**src/design/glyph_cell_best_match_unit_defines.svh**
```systemverilog
// Assertion macros used by the glyph cell matcher controller.
`ifndef GLYPH_CELL_BEST_MATCH_UNIT_DEFINES_SVH
`define GLYPH_CELL_BEST_MATCH_UNIT_DEFINES_SVH

// Same-cycle implication, sampled on aclk and disabled during reset.
`define GCBM_ASSERT_IMP(label, ante, cons, msg) \
    label: assert property (@(posedge aclk) disable iff (!aresetn) (ante) |-> (cons)) \
        else $error(msg);

// Next-cycle implication, sampled on aclk and disabled during reset.
`define GCBM_ASSERT_NXT(label, ante, cons, msg) \
    label: assert property (@(posedge aclk) disable iff (!aresetn) (ante) |=> (cons)) \
        else $error(msg);

`endif

```
**src/design/gcbm_pkg.sv**
```systemverilog
// Shared constants and controller/datapath interface types for the glyph cell matcher.
package gcbm_pkg;

    localparam int GI_W         = 7;
    localparam int RI_W         = 4;
    localparam int CHAR_BASE    = 32;
    localparam int DRAIN_CYCLES = 3;

    localparam logic [1:0] OP_LOAD_GLYPH = 2'd0;
    localparam logic [1:0] OP_LOAD_CELL  = 2'd1;
    localparam logic [1:0] OP_MATCH      = 2'd2;

    typedef struct packed {
        logic            glyph_wr;
        logic            cell_wr;
        logic            clear;
        logic            rd_en;
        logic            rd_first;
        logic            rd_last;
        logic [GI_W-1:0] rd_glyph;
        logic [RI_W-1:0] rd_row;
        logic            out_load;
    } gcbm_cmd_t;

    typedef struct packed {
        logic perfect;
    } gcbm_status_t;

endpackage

```
**src/design/gcbm_ctrl.sv**
```systemverilog
// Controller: transaction handshakes, glyph/row sequencing and result hand-off.
`include "glyph_cell_best_match_unit_defines.svh"

module gcbm_ctrl #(
    parameter int GLYPH_COUNT = 95,
    parameter int CELL_ROWS   = 13
) (
    input  logic                   aclk,
    input  logic                   aresetn,
    input  logic                   s_valid,
    output logic                   s_ready,
    input  logic [1:0]             s_opcode,
    input  logic [6:0]             s_glyph_index,
    input  logic [3:0]             s_row_index,
    output logic                   m_valid,
    input  logic                   m_ready,
    output gcbm_pkg::gcbm_cmd_t    cmd,
    input  gcbm_pkg::gcbm_status_t status
);
    import gcbm_pkg::*;

    localparam int DR_W = $clog2(DRAIN_CYCLES);
    localparam logic [DR_W-1:0] DRAIN_LOAD  = DR_W'(DRAIN_CYCLES - 1);
    localparam logic [7:0]      GLYPH_LIM   = 8'(GLYPH_COUNT);
    localparam logic [4:0]      ROW_LIM     = 5'(CELL_ROWS);
    localparam logic [GI_W-1:0] GLYPH_LAST  = GI_W'(GLYPH_COUNT - 1);
    localparam logic [RI_W-1:0] ROW_LAST    = RI_W'(CELL_ROWS - 1);

    typedef enum logic [1:0] {
        ST_IDLE,
        ST_MATCH,
        ST_DRAIN,
        ST_RESULT
    } state_t;

    state_t          state_reg, state_next;
    logic [GI_W-1:0] g_reg, g_next;
    logic [RI_W-1:0] r_reg, r_next;
    logic [DR_W-1:0] drain_reg, drain_next;
    logic            m_valid_reg, m_valid_next;
    logic            accept;
    logic            glyph_in_range;
    logic            row_in_range;

    assign s_ready = (state_reg == ST_IDLE);
    assign m_valid = m_valid_reg;
    assign accept  = s_valid && s_ready;

    assign glyph_in_range = ({1'b0, s_glyph_index} < GLYPH_LIM);
    assign row_in_range   = ({1'b0, s_row_index} < ROW_LIM);

    always_comb begin
        cmd          = '0;
        cmd.glyph_wr = accept && (s_opcode == OP_LOAD_GLYPH) && glyph_in_range && row_in_range;
        cmd.cell_wr  = accept && (s_opcode == OP_LOAD_CELL) && row_in_range;
        cmd.clear    = accept && (s_opcode == OP_MATCH);
        cmd.rd_en    = (state_reg == ST_MATCH);
        cmd.rd_first = (r_reg == '0);
        cmd.rd_last  = (r_reg == ROW_LAST);
        cmd.rd_glyph = g_reg;
        cmd.rd_row   = r_reg;
        // The output register may be refilled once the old result is gone or leaving now.
        cmd.out_load = (state_reg == ST_RESULT) && (!m_valid_reg || m_ready);
    end

    always_comb begin
        state_next   = state_reg;
        g_next       = g_reg;
        r_next       = r_reg;
        drain_next   = drain_reg;
        m_valid_next = cmd.out_load ? 1'b1 : (m_ready ? 1'b0 : m_valid_reg);
        unique case (state_reg)
            ST_IDLE: begin
                if (cmd.clear) begin
                    state_next = ST_MATCH;
                    g_next     = '0;
                    r_next     = '0;
                end
            end
            ST_MATCH: begin
                if (r_reg == ROW_LAST) begin
                    r_next = '0;
                    g_next = g_reg + GI_W'(1);
                end else begin
                    r_next = r_reg + RI_W'(1);
                end
                // A perfect score cannot be beaten, so the scan ends early.
                if (status.perfect || ((r_reg == ROW_LAST) && (g_reg == GLYPH_LAST))) begin
                    state_next = ST_DRAIN;
                    drain_next = DRAIN_LOAD;
                end
            end
            ST_DRAIN: begin
                if (drain_reg == '0) begin
                    state_next = ST_RESULT;
                end else begin
                    drain_next = drain_reg - DR_W'(1);
                end
            end
            ST_RESULT: begin
                if (cmd.out_load) begin
                    state_next = ST_IDLE;
                end
            end
            default: begin
                state_next = ST_IDLE;
            end
        endcase
    end

    always_ff @(posedge aclk) begin
        if (!aresetn) begin
            state_reg   <= ST_IDLE;
            g_reg       <= '0;
            r_reg       <= '0;
            drain_reg   <= '0;
            m_valid_reg <= 1'b0;
        end else begin
            state_reg   <= state_next;
            g_reg       <= g_next;
            r_reg       <= r_next;
            drain_reg   <= drain_next;
            m_valid_reg <= m_valid_next;
        end
    end

    `GCBM_ASSERT_IMP(a_no_result_overwrite, m_valid_reg && !m_ready, !cmd.out_load, "result overwritten while pending")
    `GCBM_ASSERT_IMP(a_read_in_range, cmd.rd_en, ({1'b0, cmd.rd_row} < ROW_LIM) && ({1'b0, cmd.rd_glyph} < GLYPH_LIM), "glyph read address out of range")
    `GCBM_ASSERT_NXT(a_match_starts, cmd.clear, (state_reg == ST_MATCH) && (g_reg == '0) && (r_reg == '0), "match did not start from the first glyph")
    `GCBM_ASSERT_IMP(a_no_load_while_busy, state_reg != ST_IDLE, !(cmd.glyph_wr || cmd.cell_wr || cmd.clear), "store written while a match runs")

endmodule

```
**config.mk**
```make
export PLATFORM = sky130hd
export DESIGN_NAME = gcbm_ctrl
export DESIGN_NICKNAME = d
export VERILOG_FILES = /design/src/design/gcbm_pkg.sv /design/src/design/gcbm_ctrl.sv
export VERILOG_INCLUDE_DIRS = /design/src /design/src/design
export SDC_FILE = /design/constraint.sdc
export NUM_CORES = 1
export LEC_CHECK = 0
export BUFFER_PORTS_ARGS = -buffer_cell sky130_fd_sc_hd__buf_4
export CAP_MARGIN = 20
export CORE_ASPECT_RATIO = 1.75
export CORE_MARGIN = 2
export CORE_UTILIZATION = 46
export CTS_BUF_LIST = sky130_fd_sc_hd__clkbuf_8
export CTS_CLUSTER_SIZE = 28
export DETAILED_ROUTE_END_ITERATION = 10
export PLACE_DENSITY = 0.83
export SYNTH_ARGS = -nofsm -noshare
export SYNTH_HDL_FRONTEND = slang
export SYNTH_SLANG_ARGS = --single-unit
```
**constraint.sdc**
```tcl
create_clock -name aclk -period 1.8 [get_ports aclk]
set_input_delay 0.18 -clock aclk [delete_from_list [all_inputs] [get_ports aclk]]
set_output_delay 0.18 -clock aclk [all_outputs]
set_load 0.02 [all_outputs]
```
# After elaboration in Yosys (flattened, before gate mapping)
# Cells that the tools add are included.
[totals]
output_inout_bits = 20
in_bits = 18
regBits = 16
elab_cells = 61
[classes]
muxes = 15
addsub = 3
reduce_logical = 23
eq_ne = 13
order_cmp = 2
[ops]
columns = ["operator", "n"]
rows = [
  ["two-way mux 7 bit", 2],
  ["one-hot mux 7 bit (2 select lines)", 1],
  ["two-way mux 2 bit", 5],
  ["logical AND 1 bit", 9],
  ["two-way mux 4 bit", 2],
  ["inequality test 2 bit (second input constant)", 4],
  ["one-hot mux 2 bit (4 select lines)", 1],
  ["one-hot mux 4 bit (2 select lines)", 1],
  ["adder 7 x 1 -> 7 bit (second input constant)", 1],
  ["equality test 7 bit (second input constant)", 1],
  ["less-than comparator 7 bit (second input constant)", 1],
  ["equality test 2 bit (second input constant)", 3],
  ["logical NOT 2 bit", 3],
  ["AND reduction 3 bit", 2],
  ["nonzero test 2 bit", 3],
  ["adder 4 x 1 -> 4 bit (second input constant)", 1],
  ["equality test 2 x 1 -> 1 bit (second input constant)", 2],
  ["equality test 4 bit (second input constant)", 1],
  ["logical NOT 4 bit", 1],
  ["less-than comparator 4 bit (second input constant)", 1],
  ["inequality test 2 x 1 -> 1 bit (second input constant)", 2],
  ["one-hot mux 2 bit (2 select lines)", 1],
  ["AND reduction 4 bit", 1],
  ["logical OR 1 bit", 2],
  ["4 further kinds", 5],
]

# Logic depth before layout (Yosys ltp)
[depth]
word_depth = 5
ltp_mapped = 7
ltp_nobuf = 7

# Worst setup path before layout
# OpenSTA, ideal clock, no wires.
[synth_timing]
kind = "reg2out"
startpoint = "register state_reg[0]"
endpoint = "output cmd[17] (netlist name)"
path_slack_ps = -47
path_buffers = 0
stages_incl_launch_ff = 5
arrival_ps = 1667
required_ps = 1620
cell_sequence = "dfxtp_1 -> inv_1 -> ha_1 -> nand3b_1 -> nor4bb_1"
[synth_rtl]
columns = ["item", "line_no", "text"]
rows = [
  ["from (decl)", "gcbm_ctrl.sv:36", "state_t state_reg, state_next;"],
  ["from (signal assigned)", "gcbm_ctrl.sv:119", "state_reg <= state_next;"],
  ["to (decl)", "gcbm_ctrl.sv:17", "output gcbm_pkg::gcbm_cmd_t cmd,"],
]

# Worst setup path after layout
[layout_timing]
startpoint = "register state_reg[0]"
endpoint = "register state_reg[0]"
[layout_between]
elab_chain_len = 5
word_cells_on_any_way = 13
cone_classes = "7 x eq/ne; 1 x mux; 5 x reduce/logical"
[layout_rtl]
columns = ["item", "line_no", "text"]
rows = [
  ["logical NOT 2 bit", "gcbm_ctrl.sv:45, gcbm_ctrl.sv:72", ""],
  ["logical AND 1 bit", "gcbm_ctrl.sv:47", "assign accept = s_valid && s_ready;"],
  ["logical AND 1 bit", "gcbm_ctrl.sv:56", "cmd.clear = accept && (s_opcode == OP_MATCH);"],
  ["inequality test 2 x 1 -> 1 bit (no source line)", "n/a", ""],
  ["AND reduction 4 bit (no source line)", "n/a", ""],
]
# Several ways; a longest one is shown, not always the timed one.
# A chain may end at the register's enable or synchronous reset.

==> reports/metrics.csv <==
stage,metric,value,unit
status,status,completed,
final_layout,diodes,0,
final_layout,fin_cells,191,
setup_path,ff2ff_path_depth,6,
floorplan,dieHeight,67.2,um
detailed_routing,drtPass1Iterations,4,
grt,gr-total-overflow,0,
final_layout,layout.nets,195,
final_layout,largest_reg_flops,7,
clock_network,clk_latency,0.26,ns
sta,post-route-min-period,1.78,ns
logic_synthesis,synth_ff_type,dfxtp_1,
pwr,p_leak,0.681,nW
placed_design,portBuffers,37,
final_layout,drive_above_1_share,37.1,%
logic_synthesis,synth_warnings,0,
logic_synthesis,synthArstFlopShare,0,%
setup_path,startpoint_type,flip-flop,
setup_path,cp_slowest_cell,or4_1,
detailed_routing,drc,0,
clock_network,clk_pin_slew,0.07,ns
worst_hold_path,hold_class,in -> reg,
setup_path,crit_type,reg -> reg,
final_layout,multi_input_area,711,sq um
detailed_routing,wl_met3,97,um
detailed_routing,drt-met1-wl,945,um
grt,grt_max_degree,15,
logic_synthesis,synth_fp_nets,148,
setup_path,r2r_start,state_reg[0]$_SDFFE_PN0P_,
placed_design,placed_cells,186,
setup_path,critical_path_buf_inv_count,1,
sta,skew,0.00430,ns
floorplan,die_x,40.1,um
clock_network,root_buffer,clkbuf_8,
setup_path,worstPathArrival,1.93,ns
sta,worst_slew_pin_slew,0.407,ns
clock_network,clockBufferDepth,2,
setup_path,path_cells,inv_1 > ha_1 > nor2b_1 > a221o_1 > or4_1 > o211a_1,
floorplan,start_util,49.6,%
placed_design,place_hpwl,2110,um
detailed_routing,wl_per_cell,14.3,um
clock_network,holdBufCountCts,0,
worst_hold_path,hold_path_end,r_reg[3]$_SDFFE_PN0P_,
setup_path,cpPeakStageDelay,0.41,ns
logic_synthesis,syn_area,1050,sq um
setup_path,worstReg2RegEnd,state_reg[0]$_SDFFE_PN0P_,
final_layout,fillers,165,
detailed_routing,first_iter_violations,12,
sta,final-max-slew-violation-count,0,
logic_synthesis,ys_seq_elements,16,
logic_synthesis,synth_edf_count,0,
placed_design,place_congestion,0.780,
sta,max_freq,0.562,GHz
worst_hold_path,min_from,aresetn,
detailed_routing,ant_nets,0,
clock_network,cts_buffers,3,
logic_synthesis,synthCells,121,
sta,tns,0,ns
floorplan,core,2120,sq um
floorplan,die-area,2700,sq um
detailed_routing,vias,1056,
grt,grt_usage,23.5,%
detailed_routing,wl,2730,um
detailed_routing,post_drt_via_cell_ratio,5.53,
setup_path,r2r_slack,0.02,ns
sta,timing.final.ws_setup,0.0194,ns
setup_path,endpoint_kind,flip-flop,
sta,relSlewSlack,72.9,%
final_layout,syn2layout_area_growth,44.4,%
pwr,power.density,1070,nW/um^2
sta,setup_viol,0,
placed_design,post-place-ws,-0.0258,ns
pwr,peakVddDrop,742,uV
sta,finalHoldWorstSlack,0.237,ns
final_layout,fin_util,71.6,%
clock_network,tritoncts,done,
setup_path,path_delay_family,simple AND/OR/NAND/NOR gates,
grt,antenna_found_initial,0,
clock_network,numClockSinks,16,
logic_synthesis,netlist-cell-type-count,44,
final_layout,ff_latch_area,320,sq um
setup_path,worst-path-max-fanout,4,
worst_hold_path,hold_depth,2,
run,max_cap_viol_count,0,
setup_path,cp.required,1.95,ns
detailed_routing,wl_met2,1640,um
detailed_routing,top_layer,met4,
sta,finalCritPeriodShare,98.9,%
clock_network,htree_levels,1,
grt,grt_pass1_wl,4440,um
sta,hold_viol_final,0,
grt,grt_pass1_vias,1097,
floorplan,io_pins,38,
logic_synthesis,avgSynthCellArea,8.69,sq um
logic_synthesis,ys_seq_area_share,30.5,%
floorplan,rows,22,
## power by group
part           internal (mW)  total [mW]  switching, mW
sequential             0.399       0.439         0.0396
clock                  0.195       0.328          0.134
combinational          0.391       0.854          0.463
total                  0.985        1.62          0.636
## cells in the mapped netlist, drive strengths merged, types with 2 or more instances
library cell / count / area (sq um)
ha: 9 / 113
o21ai: 2 / 13.8
buf: 2 / 11.3
nor2: 10 / 37.5
a221oi: 3 / 32.5
nand3b: 3 / 22.5
nand2b: 2 / 12.5
o21a: 3 / 22.5
a21boi: 4 / 30.0
nand2: 12 / 45.0
dfxtp: 16 / 320
nand4: 3 / 18.8
xnor2: 4 / 35.0
nor2b: 4 / 25.0
mux2i: 3 / 30.0
inv: 13 / 48.8
nand3: 7 / 47.6
## cells by family (layout without fill, tap and decap cells)
| logic type | Yosys count | count (layout) | share of synthesized area, % |
|---|---|---|---|
| flip-flops | 16 | 16 | 30.5 |
| adder cells (fa/ha/maj) | 9 | 9 | 10.7 |
| XOR/XNOR | 4 | 4 | 3.33 |
| multiplexers | 4 | 4 | 3.93 |
| AO/OA/AOI/OAI | 22 | 22 | 17.9 |
| buffers and inverters | 16 | 62 | 6.07 |
| AND/OR/NAND/NOR | 50 | 50 | 27.6 |
## worst max path at each step
stage | end | cells past startpoint | startpoint
3_3_place_gp | state_reg[0]$_SDFFE_PN0P_ | 7 | r_reg[0]$_SDFFE_PN0P_
5_1_grt | state_reg[0]$_SDFFE_PN0P_ | 6 | state_reg[0]$_SDFFE_PN0P_
2_1_floorplan | state_reg[0]$_SDFFE_PN0P_ | 7 | r_reg[0]$_SDFFE_PN0P_
3_5_place_dp | state_reg[0]$_SDFFE_PN0P_ | 7 | r_reg[0]$_SDFFE_PN0P_
4_1_cts | cmd[17] | 5 | state_reg[1]$_SDFFE_PN0P_
6_report | state_reg[0]$_SDFFE_PN0P_ | 6 | state_reg[0]$_SDFFE_PN0P_
## layer usage
layer / up-vias / track usage [%]
met3: 6 / 4.93
li1: 521 / -
met4: 0 / 8.19
met1: 506 / 21.4
met5: - / 0
met2: 23 / 46.0
## stage by stage
stage	instance area (sq um)	power (mW)
3_3_place_gp	1410	1.20
2_1_floorplan	1060	0.952
6_report	1520	1.62
5_1_grt	1520	1.71
3_5_place_dp	1410	1.24
4_1_cts	1470	1.57
## final cells by class
type                            instances  share of cell area (%)
Clock buffer                            4                    3.63
Inverter                               13                    3.38
Multi-Input combinational cell         89                    46.8
Sequential cell                        16                    21.1
Tap cell                               24                    1.98
Timing Repair Buffer                   45                    23.1
## cell usage in the layout, fill, tap and decap left out, types with 2 or more instances in the layout
cell type,instances
ha_1,6
xnor2_1,4
nand3_1,6
mux2i_1,3
a21boi_1,2
nand4_1,3
dfxtp_1,16
buf_4,44
clkbuf_8,4
nand2_1,12
a221oi_1,2
nor2_1,10
a21boi_0,2
nand3b_1,3
inv_1,11
ha_2,2
o21a_1,3
nor2b_1,4
## timing repair
item | in CTS | in global routing
gates resized for setup | 1 | 7
pin swaps | 0 | 2
setup endpoints to repair | 3 | 9
setup buffers | 0 | 1
gates cloned | 0 | 0
(Power assumes the default switching activity.)
